[src/design/rc4_pkg.sv]
package rc4_pkg;

  localparam int unsigned PERM_SIZE     = 256;
  localparam int unsigned IDX_W         = $clog2(PERM_SIZE);
  localparam int unsigned MAX_KEY_BYTES = 16;
  localparam int unsigned KEY_W         = MAX_KEY_BYTES * 8;
  localparam int unsigned KSEL_W        = $clog2(MAX_KEY_BYTES);
  localparam int unsigned KLEN_W        = 5;
  localparam int unsigned CFG_IDX_W     = 3;
  localparam int unsigned CFG_DATA_W    = 64;

  typedef logic [IDX_W-1:0]  idx_t;
  typedef logic [7:0]        byte_t;
  typedef logic [KSEL_W-1:0] ksel_t;

  typedef enum logic [CFG_IDX_W-1:0] {
    REG_KEY_LOW    = 3'd0,
    REG_KEY_HIGH   = 3'd1,
    REG_KEY_LENGTH = 3'd2,
    REG_USE_RC4    = 3'd3,
    REG_XOR_BYTE   = 3'd4
  } cfg_reg_e;

  typedef enum logic [3:0] {
    ST_IDLE,
    ST_XOR,
    ST_INIT,
    ST_KSA_RD,
    ST_KSA_B,
    ST_KSA_WA,
    ST_KSA_WB,
    ST_COPY,
    ST_COPY_LAST,
    ST_KS1,
    ST_KS2,
    ST_KS3,
    ST_KS4,
    ST_HOLD
  } ctrl_state_e;

  // key schedule operations on the scheduled table
  typedef enum logic [2:0] {
    SOP_NONE,
    SOP_INIT,
    SOP_STEP_B,
    SOP_WRITE_A,
    SOP_WRITE_B
  } sop_e;

  // keystream operations on the working table
  typedef enum logic [1:0] {
    WOP_NONE,
    WOP_READ_J,
    WOP_SWAP_I,
    WOP_SWAP_J
  } wop_e;

  typedef enum logic [1:0] {
    OUT_NONE,
    OUT_XOR,
    OUT_KS,
    OUT_HELD
  } out_sel_e;

  typedef struct packed {
    logic     start;
    logic     a_inc;
    sop_e     sop;
    logic     copy_wr;
    wop_e     wop;
    logic     stream_clr;
    out_sel_e out_sel;
  } rc4_cmd_t;

  typedef struct packed {
    logic a_first;
    logic a_last;
  } rc4_status_t;

  // key length minus one, with zero taken as one and saturation at the maximum
  function automatic ksel_t key_len_m1(input logic [KLEN_W-1:0] len);
    ksel_t res;
    if (len == '0) begin
      res = '0;
    end else if (len > KLEN_W'(MAX_KEY_BYTES)) begin
      res = ksel_t'(MAX_KEY_BYTES - 1);
    end else begin
      res = ksel_t'(len - KLEN_W'(1));
    end
    return res;
  endfunction

endpackage

[src/design/rc4_ctrl.sv]
module rc4_ctrl (
  input  logic                clk_i,
  input  logic                rst_ni,
  input  logic                in_valid_i,
  input  logic                first_i,
  input  logic                use_rc4_i,
  input  logic                cfg_wr_i,
  input  logic                out_stall_i,
  input  rc4_pkg::rc4_status_t status_i,
  output logic                in_stall_o,
  output logic                out_valid_o,
  output rc4_pkg::rc4_cmd_t   cmd_o
);
  import rc4_pkg::*;

  ctrl_state_e state_q, state_d;
  logic        sched_done_q, sched_done_d;
  logic        first_q, first_d;
  logic        out_valid_q, out_valid_d;
  logic        accept;
  logic        out_free;

  assign accept   = in_valid_i && (state_q == ST_IDLE);
  assign out_free = !out_valid_q || !out_stall_i;

  always_ff @(posedge clk_i or negedge rst_ni) begin
    if (!rst_ni) begin
      state_q      <= ST_IDLE;
      sched_done_q <= 1'b0;
      first_q      <= 1'b0;
      out_valid_q  <= 1'b0;
    end else begin
      state_q      <= state_d;
      sched_done_q <= sched_done_d;
      first_q      <= first_d;
      out_valid_q  <= out_valid_d;
    end
  end

  always_comb begin
    state_d      = state_q;
    sched_done_d = sched_done_q;
    first_d      = first_q;
    cmd_o        = '0;
    unique case (state_q)
      ST_IDLE: begin
        if (accept) begin
          cmd_o.start = 1'b1;
          first_d     = first_i;
          if (!use_rc4_i) begin
            state_d = ST_XOR;
          end else if (!sched_done_q) begin
            state_d = ST_INIT;
          end else if (first_i) begin
            state_d = ST_COPY;
          end else begin
            // working table read of entry i+1 was issued this cycle
            state_d = ST_KS2;
          end
        end
      end
      ST_XOR: begin
        if (out_free) begin
          cmd_o.out_sel = OUT_XOR;
          state_d       = ST_IDLE;
        end
      end
      ST_INIT: begin
        cmd_o.sop   = SOP_INIT;
        cmd_o.a_inc = 1'b1;
        if (status_i.a_last) begin
          state_d = ST_KSA_RD;
        end
      end
      ST_KSA_RD: begin
        state_d = ST_KSA_B;
      end
      ST_KSA_B: begin
        cmd_o.sop = SOP_STEP_B;
        state_d   = ST_KSA_WA;
      end
      ST_KSA_WA: begin
        cmd_o.sop = SOP_WRITE_A;
        state_d   = ST_KSA_WB;
      end
      ST_KSA_WB: begin
        cmd_o.sop   = SOP_WRITE_B;
        cmd_o.a_inc = 1'b1;
        if (status_i.a_last) begin
          sched_done_d = 1'b1;
          state_d      = first_q ? ST_COPY : ST_KS1;
        end else begin
          state_d = ST_KSA_RD;
        end
      end
      ST_COPY: begin
        // read entry a, write entry a-1 with the word read last cycle
        cmd_o.a_inc   = 1'b1;
        cmd_o.copy_wr = !status_i.a_first;
        if (status_i.a_last) begin
          state_d = ST_COPY_LAST;
        end
      end
      ST_COPY_LAST: begin
        cmd_o.copy_wr    = 1'b1;
        cmd_o.stream_clr = 1'b1;
        state_d          = ST_KS1;
      end
      ST_KS1: begin
        state_d = ST_KS2;
      end
      ST_KS2: begin
        cmd_o.wop = WOP_READ_J;
        state_d   = ST_KS3;
      end
      ST_KS3: begin
        cmd_o.wop = WOP_SWAP_I;
        state_d   = ST_KS4;
      end
      ST_KS4: begin
        cmd_o.wop = WOP_SWAP_J;
        if (out_free) begin
          cmd_o.out_sel = OUT_KS;
          state_d       = ST_IDLE;
        end else begin
          state_d = ST_HOLD;
        end
      end
      ST_HOLD: begin
        if (out_free) begin
          cmd_o.out_sel = OUT_HELD;
          state_d       = ST_IDLE;
        end
      end
      default: begin
        state_d = ST_IDLE;
      end
    endcase
    if (cfg_wr_i) begin
      sched_done_d = 1'b0;
    end
  end

  always_comb begin
    if (cmd_o.out_sel != OUT_NONE) begin
      out_valid_d = 1'b1;
    end else begin
      out_valid_d = out_valid_q && out_stall_i;
    end
  end

  assign in_stall_o  = (state_q != ST_IDLE);
  assign out_valid_o = out_valid_q;

endmodule

[config.mk]
export PLATFORM = sky130hd
export DESIGN_NAME = rc4_ctrl
export DESIGN_NICKNAME = d
export VERILOG_FILES = /design/src/design/rc4_pkg.sv /design/src/design/rc4_ctrl.sv
export SDC_FILE = /design/constraint.sdc
export NUM_CORES = 1
export LEC_CHECK = 0
export ABC_AREA = 1
export BUFFER_PORTS_ARGS = -buffer_cell sky130_fd_sc_hd__buf_2
export CORE_AREA = 8 8 45 47
export CTS_CLUSTER_DIAMETER = 150
export DETAILED_ROUTE_END_ITERATION = 12
export DIE_AREA = 0 0 53 55
export GPL_ROUTABILITY_DRIVEN = 0
export GPL_TIMING_DRIVEN = 0
export PLACE_DENSITY_LB_ADDON = 0.25
export SLEW_MARGIN = 30
export SYNTH_ARGS = -nofsm -noshare
export SYNTH_HDL_FRONTEND = slang
export SYNTH_SLANG_ARGS = --single-unit
[constraint.sdc]
create_clock -name clk_i -period 3.2 [get_ports clk_i]
set_input_delay 0.48 -clock clk_i [delete_from_list [all_inputs] [get_ports clk_i]]
set_output_delay 0.48 -clock clk_i [all_outputs]
set_load 0.01 [all_outputs]
* Word-level counts from Yosys, hierarchy flattened *
Index checks and enable logic that the tools add are counted.
W data, S select, Z words.

cells by class
  eq/ne operators = 17
  muxes and demuxes = 26
  reduce and logical (&&, ||, !) cells = 16

operator list
  operator              count
  $pmux W4 S13          1
  $mux W4               10
  $eq A4 B4 Y1 const B  6
  $eq A4 B3 Y1 const B  4
  $pmux W2 S3           2
  $pmux W3 S4           1
  $mux W1               9
  $eq A4 B2 Y1 const B  2
  $ne A2 B2 Y1 const B  3
  $reduce_bool A2 Y1    3
  $eq A4 B1 Y1 const B  1
  $logic_not A4 Y1      1
  $mux W2               2
  $reduce_and A2 Y1     2
  $reduce_and A4 Y1     1
  $reduce_bool A4 Y1    1
  $logic_not A1 Y1      3
  $reduce_or A3 Y1      1
  $logic_and A1 B1 Y1   2
  $ne A2 B1 Y1 const B  1
  $pmux W1 S2           1
  $reduce_or A2 Y1      1
  $logic_or A1 B1 Y1    1

word-level totals
  flip-flop bits (word level) = 7
  bits of input ports = 9
  output and inout port bits = 13
  word-level logic and storage cells = 63

* Depth between registers and ports, before layout *
  word-level depth = 6
  gate-level depth with buffers = 9
  mapped depth without buffers = 9

* Worst setup path before layout *
No wires, ideal clock.

  kind = register to output
  start point = reg state_q[1]
  end point = out cmd_o[10] in the netlist's numbering
  data arrival time = 0.996 ns
  required time = 2.720 ns
  slack = 1.724 ns
  stages on the path, launching flop included = 4
  buffers on the path = 0
  cell sequence = dfrtp_1 -> nor2_1 -> nand2_2 -> nor2_1

RTL lines
  item                    RTL line        RTL
  start, declared         rc4_ctrl.sv:16  ctrl_state_e state_q, state_d;
  start signal, assigned  rc4_ctrl.sv:33  state_q <= state_d;
  end, declared           rc4_ctrl.sv:12  output rc4_pkg::rc4_cmd_t cmd_o

==> qor.csv <==
metric,value,unit
yosysMostFrequentCell,nand2_1,
drtPass1Iterations,4,
drt_iter0_markers,15,
cts_tree,yes,
dieArea,2920,um2
io_buffers,21,
cts_buffers,3,
r2r_setup_slack,1.80,ns
overflow,0,
slew_violations,0,
cts_sinks,7,
post-place-ws,1.58,ns
ys_ff_latch,7,
setup_tns,0,ns
diodes,0,
drc,0,
ios,22,
relSlewSlack,80.9,%
synth_nets,123,
yosys-top-cells-count,"nand2_1 (48), inv_1 (18), nor2_1 (15), nand3_1 (8), dfrtp_1 (7)",
die_y,55,um
core,1380,um2
synth_ff_type,dfrtp_1,
drv_cap,0,
wire_per_inst,10.2,um
ys_warn_count,0,
post_cts_buffers,0,
hold_class,in -> async,
grt_pass1_wl,2.75,mm
wirelength,1.58,mm
status,completed,
cts_hold_buf,0,
rsz0062_at_grt,no,
root_buffer,clkbuf_4,
worst-endpoint-arrival,1.43,ns
cts_resized,0,
fin_crit,1.91,ns
hold_viol,0,
clock_latency,0.25,ns
synth_cell_type_count,13,
antenna_found_initial,0,
setup_ws,1.29,ns
synthTopCellsByArea,"nand2_1 (29%), dfrtp_1 (28%), inv_1 (11%)",
cts.clk_slew.worst_paths,0.05,ns
timing.fmax,525,MHz
area_growth,24.5,%
skew,0.00299,ns
grt_use_total,12.1,%
synth-edff-count,0,
ys_seq_area_share,28.3,%
timing.rr.start,state_q[1]$_DFFE_PN0P_,
p_leak,0.519,nW
tightest_slew,0.286,ns
finalPower,618,uW
async_flop_share,100,%
h-tree-depth,1,
fin_nets,149,
cts_buffer_depth,2,
viasPerCell,4.79,
antenna_left,0,
synth_largest_area_cell,nand2_1,
vdd_drop_max,0.000385,V
synth_top_area_share,29.1,%
crit_type,reg -> out,
period_share,59.5,%
critical_path_required,2.72,ns
rr_worst_depth,8,
num_rows,14,
crit_path_end_kind,output pin,
vias,742,
p_per_area,803,nW/um2
start_util,44.7,%
finalSetupViolCount,0,
synthesis.area,618,um2
cp-start-kind,flop,
syn_inst,114,
syn_area_per_cell,5.42,um2
r2r_end,state_q[2]$_DFFE_PN0P_,
grt_max_degree,8,
fp.dieW,53,um
path_max_fanout,7,
grt_pass1_vias,723,
drive_gt1_share,22.3,%
n_fill_cell,149,
hpwl,1.37,mm
==> how the worst max path moves through the flow <==
stage                      startpoint   endpoint  depth (start not counted)
6_report       state_q[1]$_DFFE_PN0P_  cmd_o[10]                          4
5_1_grt        state_q[1]$_DFFE_PN0P_   cmd_o[6]                          5
4_1_cts        state_q[1]$_DFFE_PN0P_  cmd_o[10]                          4
3_5_place_dp   state_q[1]$_DFFE_PN0P_  cmd_o[10]                          4
3_3_place_gp   state_q[2]$_DFFE_PN0P_  cmd_o[10]                          4
2_1_floorplan  state_q[1]$_DFFE_PN0P_  cmd_o[10]                          3
==> final cells by class <==
cell class                 count  area (um2)  area share [%]
tap                           16        20.0            2.60
inverter                      19        71.3            9.27
sequential                     7         175            22.8
clock buffer                   4        26.3            3.41
multi-input combinational     88         372            48.3
timing repair buffer          21         105            13.7
==> per-stage QoR <==
step	area [um2]	cells	hold WS [ns]	util, %
finish	769	155	0.0501	55.6
global route	769	155	0.0405	55.6
CTS	769	155	0.0460	55.6
detailed placement	743	151	0.314	53.7
global placement	743	151	0.313	53.7
floorplan	618	114	0.184	-
==> worst max-delay path: stages, from the launching register on <==
cell	delay (ns)
dfrtp_1	0.44
nor2_1	0.28
nand2_2	0.15
nor2_1	0.15
buf_2	0.15
==> power breakdown <==
part / switching [mW] / leakage, nW / internal [mW]
clock: 0.0293 / 0.0150 / 0.0474
sequential: 0.0416 / 0.0905 / 0.122
combinational: 0.247 / 0.414 / 0.131
==> placed cells by master, fill, tap and decap left out <==
cell type	instances
clkbuf_4	3
nor3_1	2
nand3_1	8
dfrtp_1	7
inv_1	18
nor2_2	4
a21oi_1	1
nand2_1	48
buf_2	21
nand2_2	2
o21ai_0	6
clkbuf_1	1
o21ai_1	1
nor2_1	15
inv_2	1
o21bai_1	1
==> kinds of logic after synthesis <==
kind of cell / after synthesis / synth area share, %
and+or+nand+nor: 79 / 52.4
buffers and inverters: 19 / 11.5
AOI/OAI and AO/OA: 9 / 7.69
DFF: 7 / 28.3
==> sequential cells by signal, summed over array words and instances (netlist names) <==
signal,cells
state_q,4
sched_done_q,1
out_valid_o,1
first_q,1
==> metal layers <==
metal / wire length [um] / part of all wire [%] / GRT usage (%) / vias to the layer above
met1: 720 / 46 / 13.5 / 322
met2: 752 / 48 / 21.5 / 23
met3: 108 / 6.8 / 4.55 / 0
met5: 0 / 0 / 0 / -
li1: - / - / - / 397
met4: 0 / 0 / 2.16 / 0
(Power assumes the default switching activity.)
